## src/srrq_pkg.sv

```systemverilog
`default_nettype none
package srrq_pkg;

    localparam int TABLE_DEPTH_DEF = 1024;
    localparam int KEY_BYTES = 8;
    localparam logic [63:0] KEY_MASK = ~({64{1'b1}} >> (8 * KEY_BYTES));

    localparam int IN_W = 360;
    localparam int OUT_W = 168;

    localparam logic [2:0] OP_LOAD = 3'd0;
    localparam logic [2:0] OP_LOOKUP = 3'd1;
    localparam logic [2:0] OP_MAX = 3'd2;
    localparam logic [2:0] OP_MIN = 3'd3;
    localparam logic [2:0] OP_SUM = 3'd4;

    localparam logic [1:0] ST_OK = 2'd0;
    localparam logic [1:0] ST_NONE = 2'd1;
    localparam logic [1:0] ST_FULL = 2'd2;

    localparam logic [47:0] PRICE_MAX = {48{1'b1}};
    localparam logic [62:0] CAP_MAX = {63{1'b1}};

    typedef enum logic [2:0] {
        S_IDLE,
        S_DISPATCH,
        S_READ,
        S_EVAL,
        S_FINISH,
        S_OUT
    } state_t;

    typedef enum logic [1:0] {
        RES_OK,
        RES_FULL,
        RES_NONE,
        RES_QUERY
    } res_sel_t;

    typedef struct packed {
        logic [63:0] date_key;
        logic [63:0] currency_key;
        logic [63:0] exchange_key;
        logic [47:0] low_price;
        logic [47:0] high_price;
        logic [62:0] capitalisation;
    } rec_t;

    typedef struct packed {
        logic     latch;
        logic     write_rec;
        logic     rd_en;
        logic     eval;
        logic     idx_inc;
        logic     res_load;
        res_sel_t res_sel;
    } cmd_t;

    typedef struct packed {
        logic [2:0] op;
        logic       full;
        logic       empty;
        logic       last;
        logic       hit;
    } stat_t;

endpackage
`default_nettype wire

```

## src/srrq_ctrl.sv

```systemverilog
`default_nettype none
module srrq_ctrl
    import srrq_pkg::*;
(
    input  wire logic  aclk,
    input  wire logic  aresetn,
    input  wire logic  s_tvalid,
    output logic       s_tready,
    output logic       m_tvalid,
    input  wire logic  m_tready,
    input  wire stat_t stat,
    output cmd_t       cmd
);

    state_t state_reg, state_next;

    always_ff @(posedge aclk) begin
        if (!aresetn) begin
            state_reg <= S_IDLE;
        end else begin
            state_reg <= state_next;
        end
    end

    always_comb begin
        state_next = state_reg;
        case (state_reg)
            S_IDLE: begin
                if (s_tvalid) state_next = S_DISPATCH;
            end
            S_DISPATCH: begin
                if ((stat.op == OP_LOOKUP || stat.op == OP_MAX || stat.op == OP_MIN
                     || stat.op == OP_SUM) && !stat.empty) begin
                    state_next = S_READ;
                end else begin
                    state_next = S_OUT;
                end
            end
            S_READ: state_next = S_EVAL;
            S_EVAL: begin
                if ((stat.hit && stat.op == OP_LOOKUP) || stat.last) begin
                    state_next = S_FINISH;
                end else begin
                    state_next = S_READ;
                end
            end
            S_FINISH: state_next = S_OUT;
            S_OUT: begin
                if (m_tready) state_next = S_IDLE;
            end
            default: state_next = S_IDLE;
        endcase
    end

    always_comb begin
        cmd = '0;
        cmd.res_sel = RES_NONE;
        s_tready = 1'b0;
        m_tvalid = 1'b0;
        case (state_reg)
            S_IDLE: begin
                s_tready = 1'b1;
                cmd.latch = s_tvalid;
            end
            S_DISPATCH: begin
                if (stat.op == OP_LOAD) begin
                    cmd.res_load = 1'b1;
                    if (stat.full) begin
                        cmd.res_sel = RES_FULL;
                    end else begin
                        cmd.res_sel = RES_OK;
                        cmd.write_rec = 1'b1;
                    end
                end else if ((stat.op == OP_LOOKUP || stat.op == OP_MAX
                              || stat.op == OP_MIN || stat.op == OP_SUM) && !stat.empty) begin
                    cmd.res_load = 1'b0;
                end else begin
                    cmd.res_load = 1'b1;
                    cmd.res_sel = RES_NONE;
                end
            end
            S_READ: cmd.rd_en = 1'b1;
            S_EVAL: begin
                cmd.eval = 1'b1;
                cmd.idx_inc = !((stat.hit && stat.op == OP_LOOKUP) || stat.last);
            end
            S_FINISH: begin
                cmd.res_load = 1'b1;
                cmd.res_sel = RES_QUERY;
            end
            S_OUT: m_tvalid = 1'b1;
            default: ;
        endcase
    end

endmodule
`default_nettype wire

```

## config.mk

```make
export PLATFORM = sky130hd
export DESIGN_NAME = srrq_ctrl
export DESIGN_NICKNAME = d
export VERILOG_FILES = /design/src/srrq_pkg.sv /design/src/srrq_ctrl.sv
export SDC_FILE = /design/constraint.sdc
export NUM_CORES = 1
export LEC_CHECK = 0
export ABC_AREA = 1
export BUFFER_PORTS_ARGS = -buffer_cell sky130_fd_sc_hd__buf_4
export CORE_AREA = 2 2 39 41
export CTS_CLUSTER_DIAMETER = 60
export CTS_CLUSTER_SIZE = 14
export DETAILED_ROUTE_END_ITERATION = 6
export DIE_AREA = 0 0 41 43
export HOLD_SLACK_MARGIN = 0.02
export PLACE_DENSITY_LB_ADDON = 0.2
export SLEW_MARGIN = 40
export SYNTH_ARGS = -nofsm -noshare
export SYNTH_HDL_FRONTEND = slang
export SYNTH_SLANG_ARGS = --single-unit
export TNS_END_PERCENT = 5
```

## constraint.sdc

```tcl
create_clock -name aclk -period 1.8 [get_ports aclk]
set_input_delay 0.54 -clock aclk [delete_from_list [all_inputs] [get_ports aclk]]
set_output_delay 0.54 -clock aclk [all_outputs]
set_load 0.02 [all_outputs]
```

# After elaboration in Yosys (flattened, before gate mapping)
# Index checks and enable logic that the tools add are counted.
[totals] register_bits=3 latch_bits=0 ram_bits=0 mem_bits_ro=0 inputBits=11 out_inout_bits=10 wordCells=40 mem_count=0
[op_classes] addsub=0 mul=0 n_div=0 order_cmp=0 eq_ne=11 n_shift=0 mux=17 bitwise=0 n_reduce_logical=11
[ops] op="one-hot mux 3 bit (6 select lines)" n=1
[ops] op="2-to-1 mux 3 bit" n=5
[ops] op="equality test 3 x 2 -> 1 bit, second input constant" n=4
[ops] op="equality test 3 bit, second input constant" n=3
[ops] op="2-to-1 mux 1 bit" n=9
[ops] op="equality test 3 x 1 -> 1 bit, second input constant" n=2
[ops] op="logical NOT 3 bit" n=2
[ops] op="one-hot mux 3 bit (2 select lines)" n=1
[ops] op="logical OR 1 bit" n=4
[ops] op="inequality test 2 bit, second input constant" n=2
[ops] op="logical AND 1 bit" n=2
[ops] op="logical NOT 1 bit" n=2
[ops] op="2-to-1 mux 2 bit" n=1
[ops] op="AND reduction 2 bit" n=1

# Depth between registers and ports, before layout
# Gate-level depths: netlist of the first run.
[depth] ltp_word=8 mapped_depth=8 ltp_nobuf=8

# Worst setup path after synthesis of the first run
# No wires, ideal clock.
[synth_path] path_type="input to output" from="input stat[4] (netlist bit)" to="output cmd[6] (netlist bit)" arrival_ps=1278 required_ps=1260 setup_slack_ps=-18 stages=3 n_path_buf=0 path_cell_list="nor2_1 nand3_1 nor2_1"
[synth_rtl] element="start: declaration" line_no="srrq_ctrl.sv:11" rtl="input wire stat_t stat,"
[synth_rtl] element="end: declaration" line_no="srrq_ctrl.sv:12" rtl="output cmd_t cmd"

==> results of run 1 <==
-- worst max-delay path, cell delays in order (launching register included) --
cell	delay (ps)
dfxtp_1	310
inv_1	80
nand2_2	80
nor2_4	110
nand3_2	100
o21ai_2	120
buf_4	140
-- placed cells by master (no fill, tap or decap) --
cell / count
nor2_1: 8
nand2_2: 3
clkbuf_4: 3
inv_1: 12
buf_4: 21
inv_2: 1
o21ai_2: 2
a21oi_2: 1
nand4_1: 1
nand2_1: 10
nand3_1: 3
dfxtp_1: 2
dfxtp_2: 1
nor2_2: 2
clkbuf_1: 1
nand3_2: 2
nor2_4: 2
nor3_1: 2
-- metal layers --
layer  part of all wire (%)  up-vias  GRT usage, %
met1                     41      147          11.2
met2                     48       11          14.4
met4                    2.1        0          8.00
met5                      0        -             0
met3                    8.4        2          1.57
li1                       -      206             -
-- report_power, final --
| group | total [mW] | switching, mW | internal (mW) |
|---|---|---|---|
| clock | 0.119 | 0.0355 | 0.0831 |
| combinational | 0.234 | 0.133 | 0.101 |
| sequential | 0.0968 | 0.0163 | 0.0805 |
| total | 0.449 | 0.184 | 0.265 |
-- path summary, 6_finish.rpt --
kind | startpoint | to | cells past startpoint
worst max register to register | state_reg[2] | state_reg[0] | 7
worst min register to register | state_reg[0] | state_reg[0] | 3
worst max-delay path | state_reg[1] | cmd[0] | 6
worst min-delay path | aresetn | state_reg[2] | 3
-- kinds of logic after synthesis --
kind of cell	share of synthesized area, %
compound gates	8.07
simple gates	52.9
flops	21.5
buf+inv	17.5
-- final cells by class --
class                   instances  area [um2]  area share [%]
clock buffers                   4        26.3            5.12
inverters                      13        48.8            9.51
multi-input cells              36         199            38.8
flip-flops and latches          3        61.3            12.0
well taps                      16        20.0            3.90
repair buffers                 21         158            30.7
-- stage by stage --
step                      utilization, %  setup WS [ps]  power (mW)
after floorplan                        -           18.9       0.232
after global placement              33.2           38.9       0.322
after detailed placement            33.2           23.5       0.321
after CTS                           35.7           17.6       0.451
after global routing                37.1          -8.53       0.491
final                               37.1           76.7       0.449
-- what timing repair did --
| item | CTS | global route |
|---|---|---|
| setup endpoints to repair | 2 | 3 |
| buffers inserted | 0 | 0 |
| pin swaps | 0 | 1 |
| gates resized for setup | 3 | 5 |
==> flow_metrics.env, run 1 <==
export IMPL_synth_enable_flop_cells=0
export IMPL_ios=21
export IMPL_ys_seq_elements=3
export IMPL_worstPathMaxFanout=3
export IMPL_ys_warn_count=0
export IMPL_antenna_found_initial=0
export IMPL_drive_gt1_share_pct=49.4
export IMPL_dp_final_hpwl_um=590
export IMPL_gp_congestion=0.703
export IMPL_fp_dieW_um=41
export IMPL_tns_ps=0
export IMPL_whs_ps=501
export IMPL_min_period_over_period_pct=95.7
export IMPL_cts_root_buf="clkbuf_4"
export IMPL_viasPerCell=3.94
export IMPL_synth_fp_nets=63
export IMPL_critPathLaunchType="flop"
export IMPL_synth_top_cell_area_share_pct=21.5
export IMPL_synthTopCellsByArea="dfxtp_1 (22%), inv_1 (16%), nand2_1 (13%)"
export IMPL_setup_violations=0
export IMPL_synth_ff_type="dfxtp_1"
export IMPL_hold_buffers=0
export IMPL_grt_max_degree=6
export IMPL_fp_row_count=14
export IMPL_drc_errors=0
export IMPL_skew_ps=0.915
export IMPL_core_area_mm2=0.00138
export IMPL_initialDrtViolationCount=2
export IMPL_placedInstanceArea_um2=459
export IMPL_die_area_mm2=0.00176
export IMPL_final_cells=93
export IMPL_critPathArrivalTime_ps=1180
export IMPL_die_h_um=43
export IMPL_ys_async_sr_fraction_pct=0
export IMPL_p_leak_nw=0.291
export IMPL_hold_class="input port to flop"
export IMPL_max_slew_margin_pct=84.2
export IMPL_dp_cells=89
export IMPL_clkLatencyLatePin_ps=230
export IMPL_io_buffers=20
export IMPL_rrSetupSlack_ps=740
export IMPL_hold_viol=0
export IMPL_power_density_mw_per_mm2=876
export IMPL_area_growth_pct=83.9
export IMPL_layout_min_cycle_time_ps=1720
export IMPL_tightest_slew_ps=236
export IMPL_firstDrtPassIters=2
export IMPL_synth_cell_types=13
export IMPL_drv_cap=0
export IMPL_syn_area_per_cell_um2=5.37
export IMPL_synth_most_common_cell="inv_1"
export IMPL_grt_pass1_wl_um=1170
export IMPL_grtUsageTotal_pct=9.63
export IMPL_tritoncts="built"
export IMPL_cp_data_required_time_ps=1260
export IMPL_htree_num_levels=1
export IMPL_nNetsFinal=89
export IMPL_finalWirelength_um=705
export IMPL_fillCellCount=164
export IMPL_clockBufferDepth=2
export IMPL_slew_viol_final=0
export IMPL_vias=366
export IMPL_ir_drop_uv=388
export IMPL_design_area_um2=513
export IMPL_clk_pin_slew_ps=40
export IMPL_antenna_left=0
export IMPL_synth_largest_area_cell="dfxtp_1"
export IMPL_wl_per_cell_um=7.58
export IMPL_initial_core_util_pct=20.2
export IMPL_first_global_vias=330
export IMPL_antenna_cells=0
export IMPL_cts_sinks=3
export IMPL_rsz0062_at_grt="true"
export IMPL_synth_area_um2=279
export IMPL_worstSetupPathType="flop to output pin"
export IMPL_synth_common_cells="inv_1 (12), nand2_1 (10), nor2_1 (10), nand3_1 (5)"
export IMPL_timing_fmax_ghz=0.580
export IMPL_synthCells=52
export IMPL_run_status="completed"
export IMPL_cts_made_buffers=3
export IMPL_ys_seq_area_share_pct=21.5
export IMPL_end_kind="output pin"
export IMPL_grt_overflow_total=0
export IMPL_largest_reg_flops=3
(Power assumes the default switching activity.)
==> inputs of run 2 (changes only) <==
--- a/config.mk
+++ b/config.mk
@@ -6,14 +6,15 @@
 export NUM_CORES = 1
 export LEC_CHECK = 0
 export ABC_AREA = 1
-export BUFFER_PORTS_ARGS = -buffer_cell sky130_fd_sc_hd__buf_4
 export CORE_AREA = 2 2 39 41
 export CTS_CLUSTER_DIAMETER = 60
 export CTS_CLUSTER_SIZE = 14
 export DETAILED_ROUTE_END_ITERATION = 6
 export DIE_AREA = 0 0 41 43
+export DONT_BUFFER_PORTS = 1
 export HOLD_SLACK_MARGIN = 0.02
 export PLACE_DENSITY_LB_ADDON = 0.2
+export SETUP_SLACK_MARGIN = 0.4
 export SLEW_MARGIN = 40
 export SYNTH_ARGS = -nofsm -noshare
 export SYNTH_HDL_FRONTEND = slang
==> run 2 against run 1 <==
Clock-buffer cell count is the same. Die area is the same. Sequential power grew 4%. Setup slack lost 2.3 ps. Clock skew grew 0.93 ps. First-iteration DRC count grew 50%. Global-route usage grew 0.73 points. Via count shrank 9.8%. Cell count shrank 16%. Utilization shrank 6.3 points. Register-to-register slack lost 350 ps.
==> flow_metrics.env, run 2 (same netlist as run 1, synthesis figures left out) <==
export IMPL_skew_ps=1.84
export IMPL_final_common_cell="inv_1"
export IMPL_clk_pin_slew_ps=40
export IMPL_timing_fmax_ghz=0.579
export IMPL_p_leak_nw=0.217
export IMPL_slew_viol_final=0
export IMPL_tightest_slew_ps=290
export IMPL_firstDrtPassIters=4
export IMPL_drive_gt1_share_pct=40.3
export IMPL_min_period_over_period_pct=95.9
export IMPL_fp_row_count=14
export IMPL_hold_viol=0
export IMPL_die_h_um=43
export IMPL_clkLatencyLatePin_ps=230
export IMPL_dp_final_hpwl_um=550
export IMPL_vias=330
export IMPL_whs_ps=406
export IMPL_layout_min_cycle_time_ps=1730
export IMPL_hold_class="input port to flop"
export IMPL_nNetsFinal=74
export IMPL_first_global_vias=306
export IMPL_ios=21
export IMPL_run_status="completed"
export IMPL_end_kind="output pin"
export IMPL_power_density_mw_per_mm2=1010
export IMPL_initial_core_util_pct=20.2
export IMPL_tns_ps=0
export IMPL_hold_buffers=0
export IMPL_timing_final_ws_setup_ps=74.4
export IMPL_grt_max_degree=6
export IMPL_cts_root_buf="clkbuf_4"
export IMPL_setup_violations=0
export IMPL_cts_sinks=3
export IMPL_area_growth_pct=52.5
export IMPL_drc_errors=0
export IMPL_die_area_mm2=0.00176
export IMPL_viasPerCell=4.23
export IMPL_initialDrtViolationCount=3
export IMPL_grt_overflow_total=0
export IMPL_routed_top_layer="met3"
export IMPL_fp_dieW_um=41
export IMPL_drv_cap=0
export IMPL_m1WireLength_um=289
export IMPL_mostFrequentLayoutCells="inv_1 (11), nand2_1 (9), nor2_1 (7)"
export IMPL_max_slew_margin_pct=80.7
export IMPL_finalWirelength_um=736
export IMPL_final_cells=78
export IMPL_gp_congestion=0.737
export IMPL_pre_cts_slack_ps=139
export IMPL_core_area_mm2=0.00138
export IMPL_ir_drop_uv=284
export IMPL_tritoncts="built"
export IMPL_worstPathMaxFanout=3
export IMPL_wl_met3_um=29
export IMPL_largest_reg_flops=3
export IMPL_io_buffers=0
export IMPL_antenna_left=0
export IMPL_fin_util_pct=30.7
export IMPL_route_met2_wl_um=417
export IMPL_worstSetupPathType="flop to output pin"
export IMPL_clockBufferDepth=2
export IMPL_grtUsageTotal_pct=10.4
export IMPL_cts_made_buffers=3
export IMPL_antenna_found_initial=0
export IMPL_antenna_cells=0
export IMPL_wl_per_cell_um=9.44
export IMPL_htree_num_levels=1
export IMPL_cp_data_required_time_ps=1260
export IMPL_rsz0062_at_grt="true"
export IMPL_grt_pass1_wl_um=1120
export IMPL_critPathLaunchType="flop"
export IMPL_dp_cells=70
export IMPL_critPathArrivalTime_ps=1190
run 2: path summary, 6_finish.rpt:
kind	endpoint	slack (ps)	from	cells past startpoint
setup reg to reg	state_reg[0]	390	state_reg[1]	10
hold / removal	state_reg[2]	410	aresetn	2
setup / recovery	cmd[0]	70	state_reg[1]	5
hold reg to reg	state_reg[0]	570	state_reg[0]	3
run 2: metal layers:
metal  vias up  track usage, %
met3         0            2.09
li1        177               -
met5         -               0
met1       142            9.71
met4         0            12.0
met2        11            15.9
run 2: report_power, final:
group / internal [mW] / switching, mW / leakage, nW
Sequential: 0.0824 / 0.0190 / 0.0257
Combinational: 0.0755 / 0.135 / 0.176
Clock: 0.0831 / 0.0359 / 0.0150
Total: 0.241 / 0.190 / 0.217
run 2: cell type report:
type	instances	area [um2]
tap	16	20.0
timing repair buffer	6	45.0
inverter	13	48.8
multi-input combinational	36	220
sequential	3	65.1
fill	166	958
clock buffer	4	26.3
run 2: what timing repair did:
action / 4_1_cts / 5_1_grt
buffers inserted: 3 / 1
gates cloned: 0 / 0
gates resized for setup: 6 / 2
pin swaps: 3 / 3
hold endpoints to repair: 0 / 0
endpoints found under the setup margin: 10 / 10
run 2: worst max-delay path, stage by stage, from the launching register on:
cell	delay [ps]
dfxtp_2	320
inv_2	70
nand2_4	50
nor2_4	110
nand3_4	150
o21ai_4	250
run 2: per-stage QoR:
stage          instance area (um2)  total power [mW]
2_1_floorplan                  314             0.243
3_3_place_gp                   349             0.267
3_5_place_dp                   349             0.265
4_1_cts                        413             0.424
5_1_grt                        425             0.467
6_report                       425             0.431
